**config.mk**
```make
export PLATFORM = sky130hd
export DESIGN_NAME = grid_ray_traversal_occupancy_unit_flat
export DESIGN_NICKNAME = d
export VERILOG_FILES = /design/src/hw/rtl/grto_pkg.sv /design/src/hw/rtl/grto_if.sv /design/src/hw/rtl/grto_csr.sv /design/src/hw/rtl/grto_ctrl.sv /design/src/hw/rtl/grto_dp.sv /design/src/hw/rtl/grid_ray_traversal_occupancy_unit.sv /design/src/flat_wrapper.sv
export SDC_FILE = /design/constraint.sdc
export NUM_CORES = 2
export LEC_CHECK = 0
export BUFFER_PORTS_ARGS = -buffer_cell sky130_fd_sc_hd__buf_2
export CORE_ASPECT_RATIO = 1.25
export CORE_MARGIN = 2
export CORE_UTILIZATION = 25
export CTS_CLUSTER_DIAMETER = 30
export DETAILED_ROUTE_END_ITERATION = 8
export PLACE_DENSITY = 0.47
export SETUP_SLACK_MARGIN = 0.15
export SYNTH_ARGS = -nofsm -noshare
export SYNTH_HDL_FRONTEND = slang
export SYNTH_HIERARCHICAL = 1
export SYNTH_SLANG_ARGS = --single-unit
```
**constraint.sdc**
```tcl
create_clock -name clock -period 26.8 [get_ports clock]
set_input_delay 5.36 -clock clock [delete_from_list [all_inputs] [get_ports clock]]
set_output_delay 5.36 -clock clock [all_outputs]
set_load 0.02 [all_outputs]
```
**src/hw/rtl/grto_pkg.sv**
```systemverilog
// ---------------------------------------------------------------------------
// grto_pkg
// Shared types and constants of the grid ray traversal occupancy unit.
// ---------------------------------------------------------------------------
package grto_pkg;

   localparam int MAX_STEPS  = 63;
   localparam int STEP_W     = $clog2(MAX_STEPS + 1);
   localparam int COORD_W    = 32;
   localparam int CS_W       = 16;
   localparam int LO_W       = 16;
   localparam int SCALED_W   = CS_W + COORD_W;
   localparam int BOUND_W    = SCALED_W + STEP_W;
   localparam int DIVCNT_W   = $clog2(COORD_W);
   localparam int CSR_ADDR_W = 4;

   localparam logic [1:0] REG_CELL_SIZE = 2'd0;
   localparam logic [1:0] REG_HIT_LO    = 2'd1;
   localparam logic [1:0] REG_MISS_LO   = 2'd2;

   localparam logic [CS_W-1:0] CELL_SIZE_RST = 16'd50;
   localparam logic [LO_W-1:0] HIT_LO_RST    = 16'd217;
   localparam logic [LO_W-1:0] MISS_LO_RST   = 16'hFF98;

   typedef enum logic [2:0] {
      ST_IDLE,
      ST_DIVIDE,
      ST_SCALE,
      ST_SETUP,
      ST_WALK,
      ST_HIT
   } state_type;

   typedef struct packed {
      logic idle;
      logic div_step;
      logic scale;
      logic setup;
      logic walk;
      logic hit;
   } cmd_type;

   typedef struct packed {
      logic start_ok;
      logic div_last;
      logic walk_done;
      logic out_free;
   } status_type;

   typedef struct packed {
      logic [CS_W-1:0] cell_size;
      logic [LO_W-1:0] hit_ev;
      logic [LO_W-1:0] miss_ev;
   } cfg_type;

endpackage

```
**src/hw/rtl/grto_if.sv**
```systemverilog
// ---------------------------------------------------------------------------
// grto_req_if / grto_rsp_if
// Valid/ready channels for lidar points and traversed cells.
// ---------------------------------------------------------------------------
interface grto_req_if;
   logic               valid;
   logic               ready;
   logic signed [31:0] point_x;
   logic signed [31:0] point_y;
   logic               point_valid;

   modport source (output valid, point_x, point_y, point_valid, input ready);
   modport sink   (input valid, point_x, point_y, point_valid, output ready);
endinterface

interface grto_rsp_if;
   logic               valid;
   logic               ready;
   logic signed [31:0] cell_x;
   logic signed [31:0] cell_y;
   logic               is_hit;
   logic signed [15:0] evidence;
   logic               truncated;
   logic               last;

   modport source (output valid, cell_x, cell_y, is_hit, evidence, truncated, last,
                   input ready);
   modport sink   (input valid, cell_x, cell_y, is_hit, evidence, truncated, last,
                   output ready);
endinterface

```
**src/hw/rtl/grto_csr.sv**
```systemverilog
// ---------------------------------------------------------------------------
// grto_csr
// APB register file: cell size and hit/miss log-odds.
// ---------------------------------------------------------------------------
module grto_csr
   import grto_pkg::*;
(
   input  logic                  clock,
   input  logic                  reset,
   input  logic                  csr_psel,
   input  logic                  csr_penable,
   input  logic                  csr_pwrite,
   input  logic [CSR_ADDR_W-1:0] csr_paddr,
   input  logic [31:0]           csr_pwdata,
   output logic [31:0]           csr_prdata,
   output logic                  csr_pready,
   output cfg_type               cfg
);

   cfg_type cfg_ff, cfg_in;
   logic    wr_en;

   assign csr_pready = 1'b1;
   assign wr_en      = csr_psel && csr_penable && csr_pwrite;

   always_comb begin
      cfg_in = cfg_ff;
      if (wr_en) begin
         case (csr_paddr[3:2])
            REG_CELL_SIZE: cfg_in.cell_size = csr_pwdata[CS_W-1:0];
            REG_HIT_LO:    cfg_in.hit_ev    = csr_pwdata[LO_W-1:0];
            REG_MISS_LO:   cfg_in.miss_ev   = csr_pwdata[LO_W-1:0];
            default:       cfg_in = cfg_ff;
         endcase
      end
   end

   always_comb begin
      case (csr_paddr[3:2])
         REG_CELL_SIZE: csr_prdata = {16'd0, cfg_ff.cell_size};
         REG_HIT_LO:    csr_prdata = {16'd0, cfg_ff.hit_ev};
         REG_MISS_LO:   csr_prdata = {16'd0, cfg_ff.miss_ev};
         default:       csr_prdata = 32'd0;
      endcase
   end

   always_ff @(posedge clock) begin
      if (reset) begin
         cfg_ff <= '{cell_size: CELL_SIZE_RST, hit_ev: HIT_LO_RST,
                     miss_ev: MISS_LO_RST};
      end else begin
         cfg_ff <= cfg_in;
      end
   end

   assign cfg = cfg_ff;

endmodule

```
**src/hw/rtl/grto_ctrl.sv**
```systemverilog
// ---------------------------------------------------------------------------
// grto_ctrl
// Sequencer: divide, scale, set up, walk the ray, then the hit cell.
// ---------------------------------------------------------------------------
module grto_ctrl
   import grto_pkg::*;
(
   input  logic       clock,
   input  logic       reset,
   input  logic       req_fire,
   input  status_type status,
   output cmd_type    cmd
);

   state_type state_ff, state_in;

   always_comb begin
      state_in = state_ff;
      case (state_ff)
         ST_IDLE:   if (req_fire && status.start_ok) state_in = ST_DIVIDE;
         ST_DIVIDE: if (status.div_last) state_in = ST_SCALE;
         ST_SCALE:  state_in = ST_SETUP;
         ST_SETUP:  state_in = ST_WALK;
         ST_WALK:   if (status.walk_done) state_in = ST_HIT;
         ST_HIT:    if (status.out_free) state_in = ST_IDLE;
         default:   state_in = ST_IDLE;
      endcase
   end

   always_comb begin
      cmd = '0;
      case (state_ff)
         ST_IDLE:   cmd.idle     = 1'b1;
         ST_DIVIDE: cmd.div_step = 1'b1;
         ST_SCALE:  cmd.scale    = 1'b1;
         ST_SETUP:  cmd.setup    = 1'b1;
         ST_WALK:   cmd.walk     = 1'b1;
         ST_HIT:    cmd.hit      = 1'b1;
         default:   cmd = '0;
      endcase
   end

   always_ff @(posedge clock) begin
      if (reset) begin
         state_ff <= ST_IDLE;
      end else begin
         state_ff <= state_in;
      end
   end

endmodule

```
**src/hw/rtl/grto_dp.sv**
```systemverilog
// ---------------------------------------------------------------------------
// grto_dp
// Datapath: two restoring dividers, boundary scaling, DDA walker, output reg.
// ---------------------------------------------------------------------------
module grto_dp
   import grto_pkg::*;
(
   input  logic          clock,
   input  logic          reset,
   input  cmd_type       cmd,
   output status_type    status,
   input  cfg_type       cfg,
   grto_req_if.sink      req_chan,
   grto_rsp_if.source    rsp_chan
);

   // division state
   logic [COORD_W-1:0]  qx_ff, qx_in, qy_ff, qy_in;
   logic [CS_W-1:0]     rx_ff, rx_in, ry_ff, ry_in;
   logic [DIVCNT_W-1:0] dcnt_ff, dcnt_in;
   logic                negx_ff, negx_in, negy_ff, negy_in;
   logic                posx_ff, posx_in, posy_ff, posy_in;
   // ray geometry
   logic [COORD_W-1:0]  ax_ff, ax_in, ay_ff, ay_in;
   logic [COORD_W-1:0]  magx_ff, magx_in, magy_ff, magy_in;
   logic [COORD_W-1:0]  tx_ff, tx_in, ty_ff, ty_in;
   logic [SCALED_W-1:0] csax_ff, csax_in, csay_ff, csay_in;
   logic [BOUND_W-1:0]  bndx_ff, bndx_in, bndy_ff, bndy_in;
   logic [COORD_W-1:0]  x_ff, x_in, y_ff, y_in;
   logic [STEP_W-1:0]   i_ff, i_in, emit_ff, emit_in;
   logic                trunc_ff, trunc_in;
   // output register
   logic                ov_ff, ov_in;
   logic [COORD_W-1:0]  ocx_ff, ocx_in, ocy_ff, ocy_in;
   logic                ohit_ff, ohit_in, olast_ff, olast_in, otr_ff, otr_in;
   logic [LO_W-1:0]     olo_ff, olo_in;

   logic [CS_W:0]       tx_r, ty_r;
   logic                gex, gey;
   logic [COORD_W:0]    n_sum, n_miss;
   logic                out_free, step, stepx;
   logic [COORD_W-1:0]  x_nx, y_nx;

   assign out_free = !ov_ff || rsp_chan.ready;
   assign step     = cmd.walk && (i_ff != emit_ff) && out_free;

   assign status.start_ok  = req_chan.point_valid && (cfg.cell_size != '0);
   assign status.div_last  = (dcnt_ff == DIVCNT_W'(COORD_W - 1));
   assign status.walk_done = (i_ff == emit_ff);
   assign status.out_free  = out_free;

   assign req_chan.ready = cmd.idle;

   // one quotient bit per cycle on each axis
   assign tx_r = {rx_ff, qx_ff[COORD_W-1]};
   assign ty_r = {ry_ff, qy_ff[COORD_W-1]};
   assign gex  = tx_r >= {1'b0, cfg.cell_size};
   assign gey  = ty_r >= {1'b0, cfg.cell_size};

   assign n_sum  = {1'b0, magx_ff} + {1'b0, magy_ff};
   assign n_miss = (n_sum == '0) ? '0 : n_sum - 1'b1;

   always_comb begin
      if (x_ff == tx_ff) begin
         stepx = 1'b0;
      end else if (y_ff == ty_ff) begin
         stepx = 1'b1;
      end else begin
         stepx = bndx_ff < bndy_ff;
      end
      x_nx = negx_ff ? x_ff - 1'b1 : x_ff + 1'b1;
      y_nx = negy_ff ? y_ff - 1'b1 : y_ff + 1'b1;
   end

   always_comb begin
      qx_in = qx_ff;   qy_in = qy_ff;   rx_in = rx_ff;   ry_in = ry_ff;
      dcnt_in = dcnt_ff;
      negx_in = negx_ff; negy_in = negy_ff; posx_in = posx_ff; posy_in = posy_ff;
      ax_in = ax_ff;   ay_in = ay_ff;
      magx_in = magx_ff; magy_in = magy_ff; tx_in = tx_ff; ty_in = ty_ff;
      csax_in = csax_ff; csay_in = csay_ff; bndx_in = bndx_ff; bndy_in = bndy_ff;
      x_in = x_ff;     y_in = y_ff;     i_in = i_ff;     emit_in = emit_ff;
      trunc_in = trunc_ff;
      ov_in = out_free ? 1'b0 : ov_ff;
      ocx_in = ocx_ff; ocy_in = ocy_ff; ohit_in = ohit_ff; olast_in = olast_ff;
      otr_in = otr_ff; olo_in = olo_ff;

      if (cmd.idle) begin
         negx_in = req_chan.point_x < 0;
         negy_in = req_chan.point_y < 0;
         posx_in = req_chan.point_x > 0;
         posy_in = req_chan.point_y > 0;
         ax_in   = req_chan.point_x[31] ? 32'(-req_chan.point_x) : req_chan.point_x;
         ay_in   = req_chan.point_y[31] ? 32'(-req_chan.point_y) : req_chan.point_y;
         qx_in   = ax_in;
         qy_in   = ay_in;
         rx_in   = '0;
         ry_in   = '0;
         dcnt_in = '0;
      end

      if (cmd.div_step) begin
         rx_in   = gex ? CS_W'(tx_r - {1'b0, cfg.cell_size}) : tx_r[CS_W-1:0];
         ry_in   = gey ? CS_W'(ty_r - {1'b0, cfg.cell_size}) : ty_r[CS_W-1:0];
         qx_in   = {qx_ff[COORD_W-2:0], gex};
         qy_in   = {qy_ff[COORD_W-2:0], gey};
         dcnt_in = dcnt_ff + 1'b1;
      end

      if (cmd.scale) begin
         // floor toward minus infinity for negative coordinates
         magx_in = qx_ff + COORD_W'(negx_ff && (rx_ff != '0));
         magy_in = qy_ff + COORD_W'(negy_ff && (ry_ff != '0));
         tx_in   = negx_ff ? -magx_in : magx_in;
         ty_in   = negy_ff ? -magy_in : magy_in;
         csax_in = {{COORD_W{1'b0}}, cfg.cell_size} * {{CS_W{1'b0}}, ax_ff};
         csay_in = {{COORD_W{1'b0}}, cfg.cell_size} * {{CS_W{1'b0}}, ay_ff};
      end

      if (cmd.setup) begin
         trunc_in = n_miss > (COORD_W+1)'(MAX_STEPS);
         emit_in  = trunc_in ? STEP_W'(MAX_STEPS) : n_miss[STEP_W-1:0];
         // bx*|y| and by*|x| kept as running sums
         bndx_in  = posx_ff ? BOUND_W'(csay_ff) : '0;
         bndy_in  = posy_ff ? BOUND_W'(csax_ff) : '0;
         x_in     = '0;
         y_in     = '0;
         i_in     = '0;
      end

      if (step) begin
         if (stepx) begin
            x_in    = x_nx;
            bndx_in = bndx_ff + BOUND_W'(csay_ff);
         end else begin
            y_in    = y_nx;
            bndy_in = bndy_ff + BOUND_W'(csax_ff);
         end
         i_in     = i_ff + 1'b1;
         ov_in    = cfg.miss_ev != '0;
         ocx_in   = x_in;
         ocy_in   = y_in;
         ohit_in  = 1'b0;
         olo_in   = cfg.miss_ev;
         otr_in   = trunc_ff;
         olast_in = (cfg.hit_ev == '0) && (i_in == emit_ff);
      end

      if (cmd.hit && out_free) begin
         ov_in    = cfg.hit_ev != '0;
         ocx_in   = tx_ff;
         ocy_in   = ty_ff;
         ohit_in  = 1'b1;
         olo_in   = cfg.hit_ev;
         otr_in   = trunc_ff;
         olast_in = 1'b1;
      end
   end

   always_ff @(posedge clock) begin
      if (reset) begin
         ov_ff   <= 1'b0;
         i_ff    <= '0;
         emit_ff <= '0;
         dcnt_ff <= '0;
      end else begin
         ov_ff   <= ov_in;
         i_ff    <= i_in;
         emit_ff <= emit_in;
         dcnt_ff <= dcnt_in;
      end
   end

   always_ff @(posedge clock) begin
      qx_ff <= qx_in;     qy_ff <= qy_in;     rx_ff <= rx_in;     ry_ff <= ry_in;
      negx_ff <= negx_in; negy_ff <= negy_in; posx_ff <= posx_in; posy_ff <= posy_in;
      ax_ff <= ax_in;     ay_ff <= ay_in;
      magx_ff <= magx_in; magy_ff <= magy_in; tx_ff <= tx_in;     ty_ff <= ty_in;
      csax_ff <= csax_in; csay_ff <= csay_in; bndx_ff <= bndx_in; bndy_ff <= bndy_in;
      x_ff <= x_in;       y_ff <= y_in;       trunc_ff <= trunc_in;
      ocx_ff <= ocx_in;   ocy_ff <= ocy_in;   ohit_ff <= ohit_in;
      olast_ff <= olast_in; otr_ff <= otr_in; olo_ff <= olo_in;
   end

   assign rsp_chan.valid     = ov_ff;
   assign rsp_chan.cell_x    = ocx_ff;
   assign rsp_chan.cell_y    = ocy_ff;
   assign rsp_chan.is_hit    = ohit_ff;
   assign rsp_chan.evidence  = olo_ff;
   assign rsp_chan.truncated = otr_ff;
   assign rsp_chan.last      = olast_ff;

   a_step_bound: assert property (@(posedge clock) disable iff (reset)
      i_ff <= emit_ff)
      else $error("walk count ran past the miss count");

   a_hit_last: assert property (@(posedge clock) disable iff (reset)
      rsp_chan.valid && rsp_chan.is_hit |-> rsp_chan.last)
      else $error("hit cell not marked last");

   a_no_overwrite: assert property (@(posedge clock) disable iff (reset)
      step |-> out_free)
      else $error("walk step while output register full");

endmodule

```
**src/hw/rtl/grid_ray_traversal_occupancy_unit.sv**
```systemverilog
// ---------------------------------------------------------------------------
// grid_ray_traversal_occupancy_unit
// Casts a 2D grid ray from cell (0,0) to a lidar point's cell.
// ---------------------------------------------------------------------------
// usage:
//   req_chan carries one point (x, y in mm, point_valid). rsp_chan returns
//   the cells crossed, in walk order, as misses, then the target cell as a
//   hit; last marks the final cell of a point. csr_* is an APB port for
//   cell_size (0x0), hit evidence (0x4) and miss evidence (0x8).
// processing:
//   one point at a time. restoring division on both axes in parallel (one
//   quotient bit a cycle), then a scaling multiply, then setup, then one
//   cell per cycle, the output permitting, for up to 63 misses and one hit.
//   a dropped point (point_valid low or cell_size zero) is accepted and
//   produces nothing.
// reset:
//   synchronous; registers return to 50 / 217 / -104, no transaction pending.
// stalls:
//   the walk holds whenever the output register is full and rsp_chan.ready
//   is low; no cell is lost.
// ---------------------------------------------------------------------------
module grid_ray_traversal_occupancy_unit
   import grto_pkg::*;
(
   input  logic                  clock,
   input  logic                  reset,
   grto_req_if.sink              req_chan,
   grto_rsp_if.source            rsp_chan,
   input  logic                  csr_psel,
   input  logic                  csr_penable,
   input  logic                  csr_pwrite,
   input  logic [CSR_ADDR_W-1:0] csr_paddr,
   input  logic [31:0]           csr_pwdata,
   output logic [31:0]           csr_prdata,
   output logic                  csr_pready
);

   cfg_type    cfg;
   cmd_type    cmd;
   status_type status;
   logic       req_fire;

   assign req_fire = req_chan.valid && req_chan.ready;

   grto_csr u_csr (
      .clock       (clock),
      .reset       (reset),
      .csr_psel    (csr_psel),
      .csr_penable (csr_penable),
      .csr_pwrite  (csr_pwrite),
      .csr_paddr   (csr_paddr),
      .csr_pwdata  (csr_pwdata),
      .csr_prdata  (csr_prdata),
      .csr_pready  (csr_pready),
      .cfg         (cfg)
   );

   grto_ctrl u_ctrl (
      .clock    (clock),
      .reset    (reset),
      .req_fire (req_fire),
      .status   (status),
      .cmd      (cmd)
   );

   grto_dp u_dp (
      .clock    (clock),
      .reset    (reset),
      .cmd      (cmd),
      .status   (status),
      .cfg      (cfg),
      .req_chan (req_chan),
      .rsp_chan (rsp_chan)
   );

endmodule
```
**src/flat_wrapper.sv**
```systemverilog
// flat-port wrapper written by rule: the top's interface ports become plain ports
module grid_ray_traversal_occupancy_unit_flat import grto_pkg::*;
  (clock, reset, csr_psel, csr_penable, csr_pwrite, csr_paddr, csr_pwdata, csr_prdata, csr_pready, req_chan_valid, req_chan_point_x, req_chan_point_y, req_chan_point_valid, req_chan_ready, rsp_chan_valid, rsp_chan_cell_x, rsp_chan_cell_y, rsp_chan_is_hit, rsp_chan_evidence, rsp_chan_truncated, rsp_chan_last, rsp_chan_ready);
  grto_req_if req_chan_i ();
  grto_rsp_if rsp_chan_i ();
  input  logic clock;
  input  logic reset;
  input  logic csr_psel;
  input  logic csr_penable;
  input  logic csr_pwrite;
  input  logic [CSR_ADDR_W-1:0] csr_paddr;
  input  logic [31:0] csr_pwdata;
  output logic [31:0] csr_prdata;
  output logic csr_pready;
  input wire logic [$bits(req_chan_i.valid)-1:0] req_chan_valid;
  input wire logic [$bits(req_chan_i.point_x)-1:0] req_chan_point_x;
  input wire logic [$bits(req_chan_i.point_y)-1:0] req_chan_point_y;
  input wire logic [$bits(req_chan_i.point_valid)-1:0] req_chan_point_valid;
  output wire logic [$bits(req_chan_i.ready)-1:0] req_chan_ready;
  output wire logic [$bits(rsp_chan_i.valid)-1:0] rsp_chan_valid;
  output wire logic [$bits(rsp_chan_i.cell_x)-1:0] rsp_chan_cell_x;
  output wire logic [$bits(rsp_chan_i.cell_y)-1:0] rsp_chan_cell_y;
  output wire logic [$bits(rsp_chan_i.is_hit)-1:0] rsp_chan_is_hit;
  output wire logic [$bits(rsp_chan_i.evidence)-1:0] rsp_chan_evidence;
  output wire logic [$bits(rsp_chan_i.truncated)-1:0] rsp_chan_truncated;
  output wire logic [$bits(rsp_chan_i.last)-1:0] rsp_chan_last;
  input wire logic [$bits(rsp_chan_i.ready)-1:0] rsp_chan_ready;
  assign req_chan_i.valid = req_chan_valid;
  assign req_chan_i.point_x = req_chan_point_x;
  assign req_chan_i.point_y = req_chan_point_y;
  assign req_chan_i.point_valid = req_chan_point_valid;
  assign req_chan_ready = req_chan_i.ready;
  assign rsp_chan_valid = rsp_chan_i.valid;
  assign rsp_chan_cell_x = rsp_chan_i.cell_x;
  assign rsp_chan_cell_y = rsp_chan_i.cell_y;
  assign rsp_chan_is_hit = rsp_chan_i.is_hit;
  assign rsp_chan_evidence = rsp_chan_i.evidence;
  assign rsp_chan_truncated = rsp_chan_i.truncated;
  assign rsp_chan_last = rsp_chan_i.last;
  assign rsp_chan_i.ready = rsp_chan_ready;
  grid_ray_traversal_occupancy_unit u_core (.clock(clock), .reset(reset), .req_chan(req_chan_i), .rsp_chan(rsp_chan_i), .csr_psel(csr_psel), .csr_penable(csr_penable), .csr_pwrite(csr_pwrite), .csr_paddr(csr_paddr), .csr_pwdata(csr_pwdata), .csr_prdata(csr_prdata), .csr_pready(csr_pready));
endmodule
```
==> flow_summary.json <==
{
  "port_buffers": 190,
  "area_growth_pct": 15.3,
  "skew_ns": 0.116,
  "nets": 9732,
  "stdcell_count": 12400,
  "period_share_pct": 47.5,
  "core_um2": 301000,
  "cts_buffers": 193,
  "worst_slew_pin_slew_ns": 1.31,
  "yosysWarnings": 6,
  "routed_wl_um": 246000,
  "drv_cap": 0,
  "setup_viol": 0,
  "crit_type": "in -> out",
  "power-per-cell-area_nw_per_um2": 73.5,
  "yosysTopAreaCell": "fa_1",
  "reg2regPathDepth": 23,
  "r2r-start": "u_core/u_csr/cfg[34]$_SDFFE_PP0P_",
  "ys_seq_area_share_pct": 25.0,
  "dr_total_vias": 59500,
  "layout-drive-gt1-share_pct": 8.81,
  "min_from": "u_core/u_dp/trunc_ff$_DFFE_PP_",
  "vdd_drop_max_mv": 0.0522,
  "insertion_delay_ns": 0.85,
  "grt_pass1_wl_um": 370000,
  "dieArea_um2": 307000,
  "arrival_ns": 7.38,
  "grt.total_usage_pct": 15.7,
  "rsz0062_at_grt": "false",
  "synth_edf_count": 468,
  "fin_tns_setup_ns": 0,
  "hold_viol": 0,
  "rr_endpoint": "u_core/u_dp/csax_ff[46]$_DFFE_PP_",
  "power.leakage_nw": 37.7,
  "worstPathRequired_ns": 21.44,
  "path_clk_slew_ns": 0.05,
  "start_util_pct": 25.1,
  "maxSlewHeadroom_pct": 12.5,
  "firstDrtPassIters": 5,
  "ys_types": 101,
  "end_kind": "output pin",
  "outcome": "completed",
  "antenna_found_initial": 25,
  "row_count": 225,
  "postCtsSetupRepairBufs": 0,
  "ios": 226,
  "numClockSinks": 711,
  "grt_overflow": 0,
  "grt_pass1_vias": 60500,
  "ant_nets": 0,
  "cts_hold_buffers": 0,
  "syn-cell-area_um2": 75700,
  "synth_area_leaders": "fa_1 22%, edfxtp_1 19%, ha_1 8.7%",
  "wire_per_inst_um": 19.8,
  "hold_path.class": "reg -> reg",
  "drv_slew": 0,
  "worstHoldPathCells": 0,
  "synthCells": 8158,
  "globalplace.congestion": 0.871,
  "clk_path_buf_depth": 4,
  "grt_max_degree": 141,
  "vias_per_cell": 4.81,
  "dpl.cell_count": 12000,
  "syn_area_per_cell_um2": 9.28,
  "clockRootBuffer": "clkbuf_16",
  "yosys.area.top_type_share_pct": 22.3,
  "ctsResizeCount": 0,
  "synthFlopType": "edfxtp_1",
  "dpl.hpwl_um": 186000,
  "die_height_um": 619,
  "fin_crit_ns": 12.74,
  "die_w_um": 496,
  "max_freq_mhz": 78.5,
  "synth-async-reset-ratio_pct": 0,
  "drcViolationCount": 0,
  "startpoint_type": "input port",
  "cts_tree": "yes",
  "r2r_setup_slack_ns": 17.87,
  "ys_ff_latch": 711,
  "drtIter0Drc": 3581,
  "htreeDepth": 4,
  "min_to": "u_core/u_dp/rsp_chan.truncated$_DFFE_PP_",
  "crit_fanout": 22
}
## final cells by class
type,count,area [um^2]
clock buffers,231,5160
clock inverters,119,1240
flip-flops and latches,711,18900
multi-input cells,6018,51400
well taps,3972,4970
inverters,1064,4000
diodes,6,15.0
fillers,31500,214000
repair buffers,268,1560
## worst max path at each step
stage	start	endpoint	slack (ns)	cells after the start
6_report	csr_paddr[3]	csr_prdata[1]	14.06	5
5_1_grt	csr_paddr[3]	csr_prdata[15]	14.02	5
3_5_place_dp	csr_paddr[3]	csr_prdata[1]	14.19	5
2_1_floorplan	u_core/u_ctrl/state_ff[1]$_SDFFE_PP0P_	u_core/u_dp/csax_ff[0]$_DFFE_PP_	9.18	2
3_3_place_gp	csr_paddr[3]	csr_prdata[0]	14.20	5
4_1_cts	csr_paddr[3]	csr_prdata[1]	14.19	5
## where the power goes
group	internal, mW	switching, mW
logic	1.05	1.61
registers	1.34	0.132
clock network	1.53	0.741
## flip-flops by register name, summed over array words and instances (netlist names), 6 cells and up
| register | cells |
|---|---|
| u_core/u_dp/qy_ff | 32 |
| u_core/u_dp/y_ff | 32 |
| u_core/u_dp/ay_ff | 32 |
| u_core/u_dp/bndy_ff | 54 |
| u_core/u_dp/qx_ff | 32 |
| u_core/u_dp/csay_ff | 48 |
| u_core/u_dp/rx_ff | 16 |
| u_core/u_dp/magx_ff | 32 |
| u_core/u_dp/emit_ff | 6 |
| u_core/u_dp/i_ff | 6 |
| u_core/u_dp/rsp_chan.cell_x | 32 |
| u_core/u_dp/bndx_ff | 54 |
| u_core/u_dp/rsp_chan.evidence | 16 |
| u_core/u_dp/tx_ff | 31 |
| u_core/u_dp/ty_ff | 31 |
| u_core/u_dp/magy_ff | 32 |
| u_core/u_dp/ax_ff | 32 |
| u_core/u_dp/csax_ff | 48 |
| u_core/u_csr/cfg | 48 |
| u_core/u_dp/ry_ff | 16 |
| u_core/u_dp/x_ff | 32 |
| u_core/u_dp/rsp_chan.cell_y | 32 |
## layout by cell type, fill, tap and decap left out, types with 90 or more instances in the layout
cell type	Yosys	final
inv_1	1061	1059
nand2_1	1027	1023
fa_1	843	843
ha_1	525	525
edfxtp_1	468	468
and2_1	451	448
a21oi_1	445	443
xnor2_1	375	375
o21ai_0	318	318
nor2_1	316	312
dfxtp_1	243	227
clkbuf_16	0	193
buf_2	10	190
xor2_1	142	142
a21o_1	137	137
nand3_1	128	128
nand2b_1	110	110
mux2i_1	101	101
a221oi_1	92	92
nor2b_1	90	90
## Yosys cell counts (90+ instances only)
cell / n
nor2b_1: 90
nor2_1: 316
a21o_1: 137
inv_1: 1061
nand2_1: 1027
nand3_1: 128
a221oi_1: 92
fa_1: 843
and2_1: 451
a21oi_1: 445
xor2_1: 142
mux2i_1: 101
nand2b_1: 110
xnor2_1: 375
ha_1: 525
edfxtp_1: 468
dfxtp_1: 243
o21ai_0: 318
clkbuf_1: 335
## worst max-delay path: stages
cell     delay, ns
buf_2         0.36
nor2b_1       1.07
nand2_1       0.14
o21ai_0       0.20
buf_2         0.24
## metal layers
layer	up-vias	global-route usage, %	part of all wire [%]
met5	-	0	0
met4	0	4.86	2.9
met3	381	1.53	4.0
met2	1492	28.4	51
met1	30200	19.4	42
li1	27500	-	-
## per-stage QoR
step	total power [mW]	cell area [um^2]	hold WS [ns]	util [%]	worst slack, ns
finish	6.41	87200	0.425	29.0	14.06
global route	6.86	87200	0.458	29.0	14.02
CTS	6.52	87200	0.430	29.0	14.19
detailed placement	4.18	80800	0.418	26.9	14.19
global placement	4.18	80800	0.412	26.9	14.20
floorplan	3.29	75700	0.400	-	9.18
## logic make-up after synthesis
family                   synth area share (%)
multiplexers                             2.33
buffers and inverters                    7.30
AND/OR/NAND/NOR                          16.2
other                                 0.00992
adder cells (fa/ha/maj)                  31.0
AO/OA/AOI/OAI                            12.2
XOR/XNOR                                 5.98
flip-flops                               25.0
(Power assumes the default switching activity.)
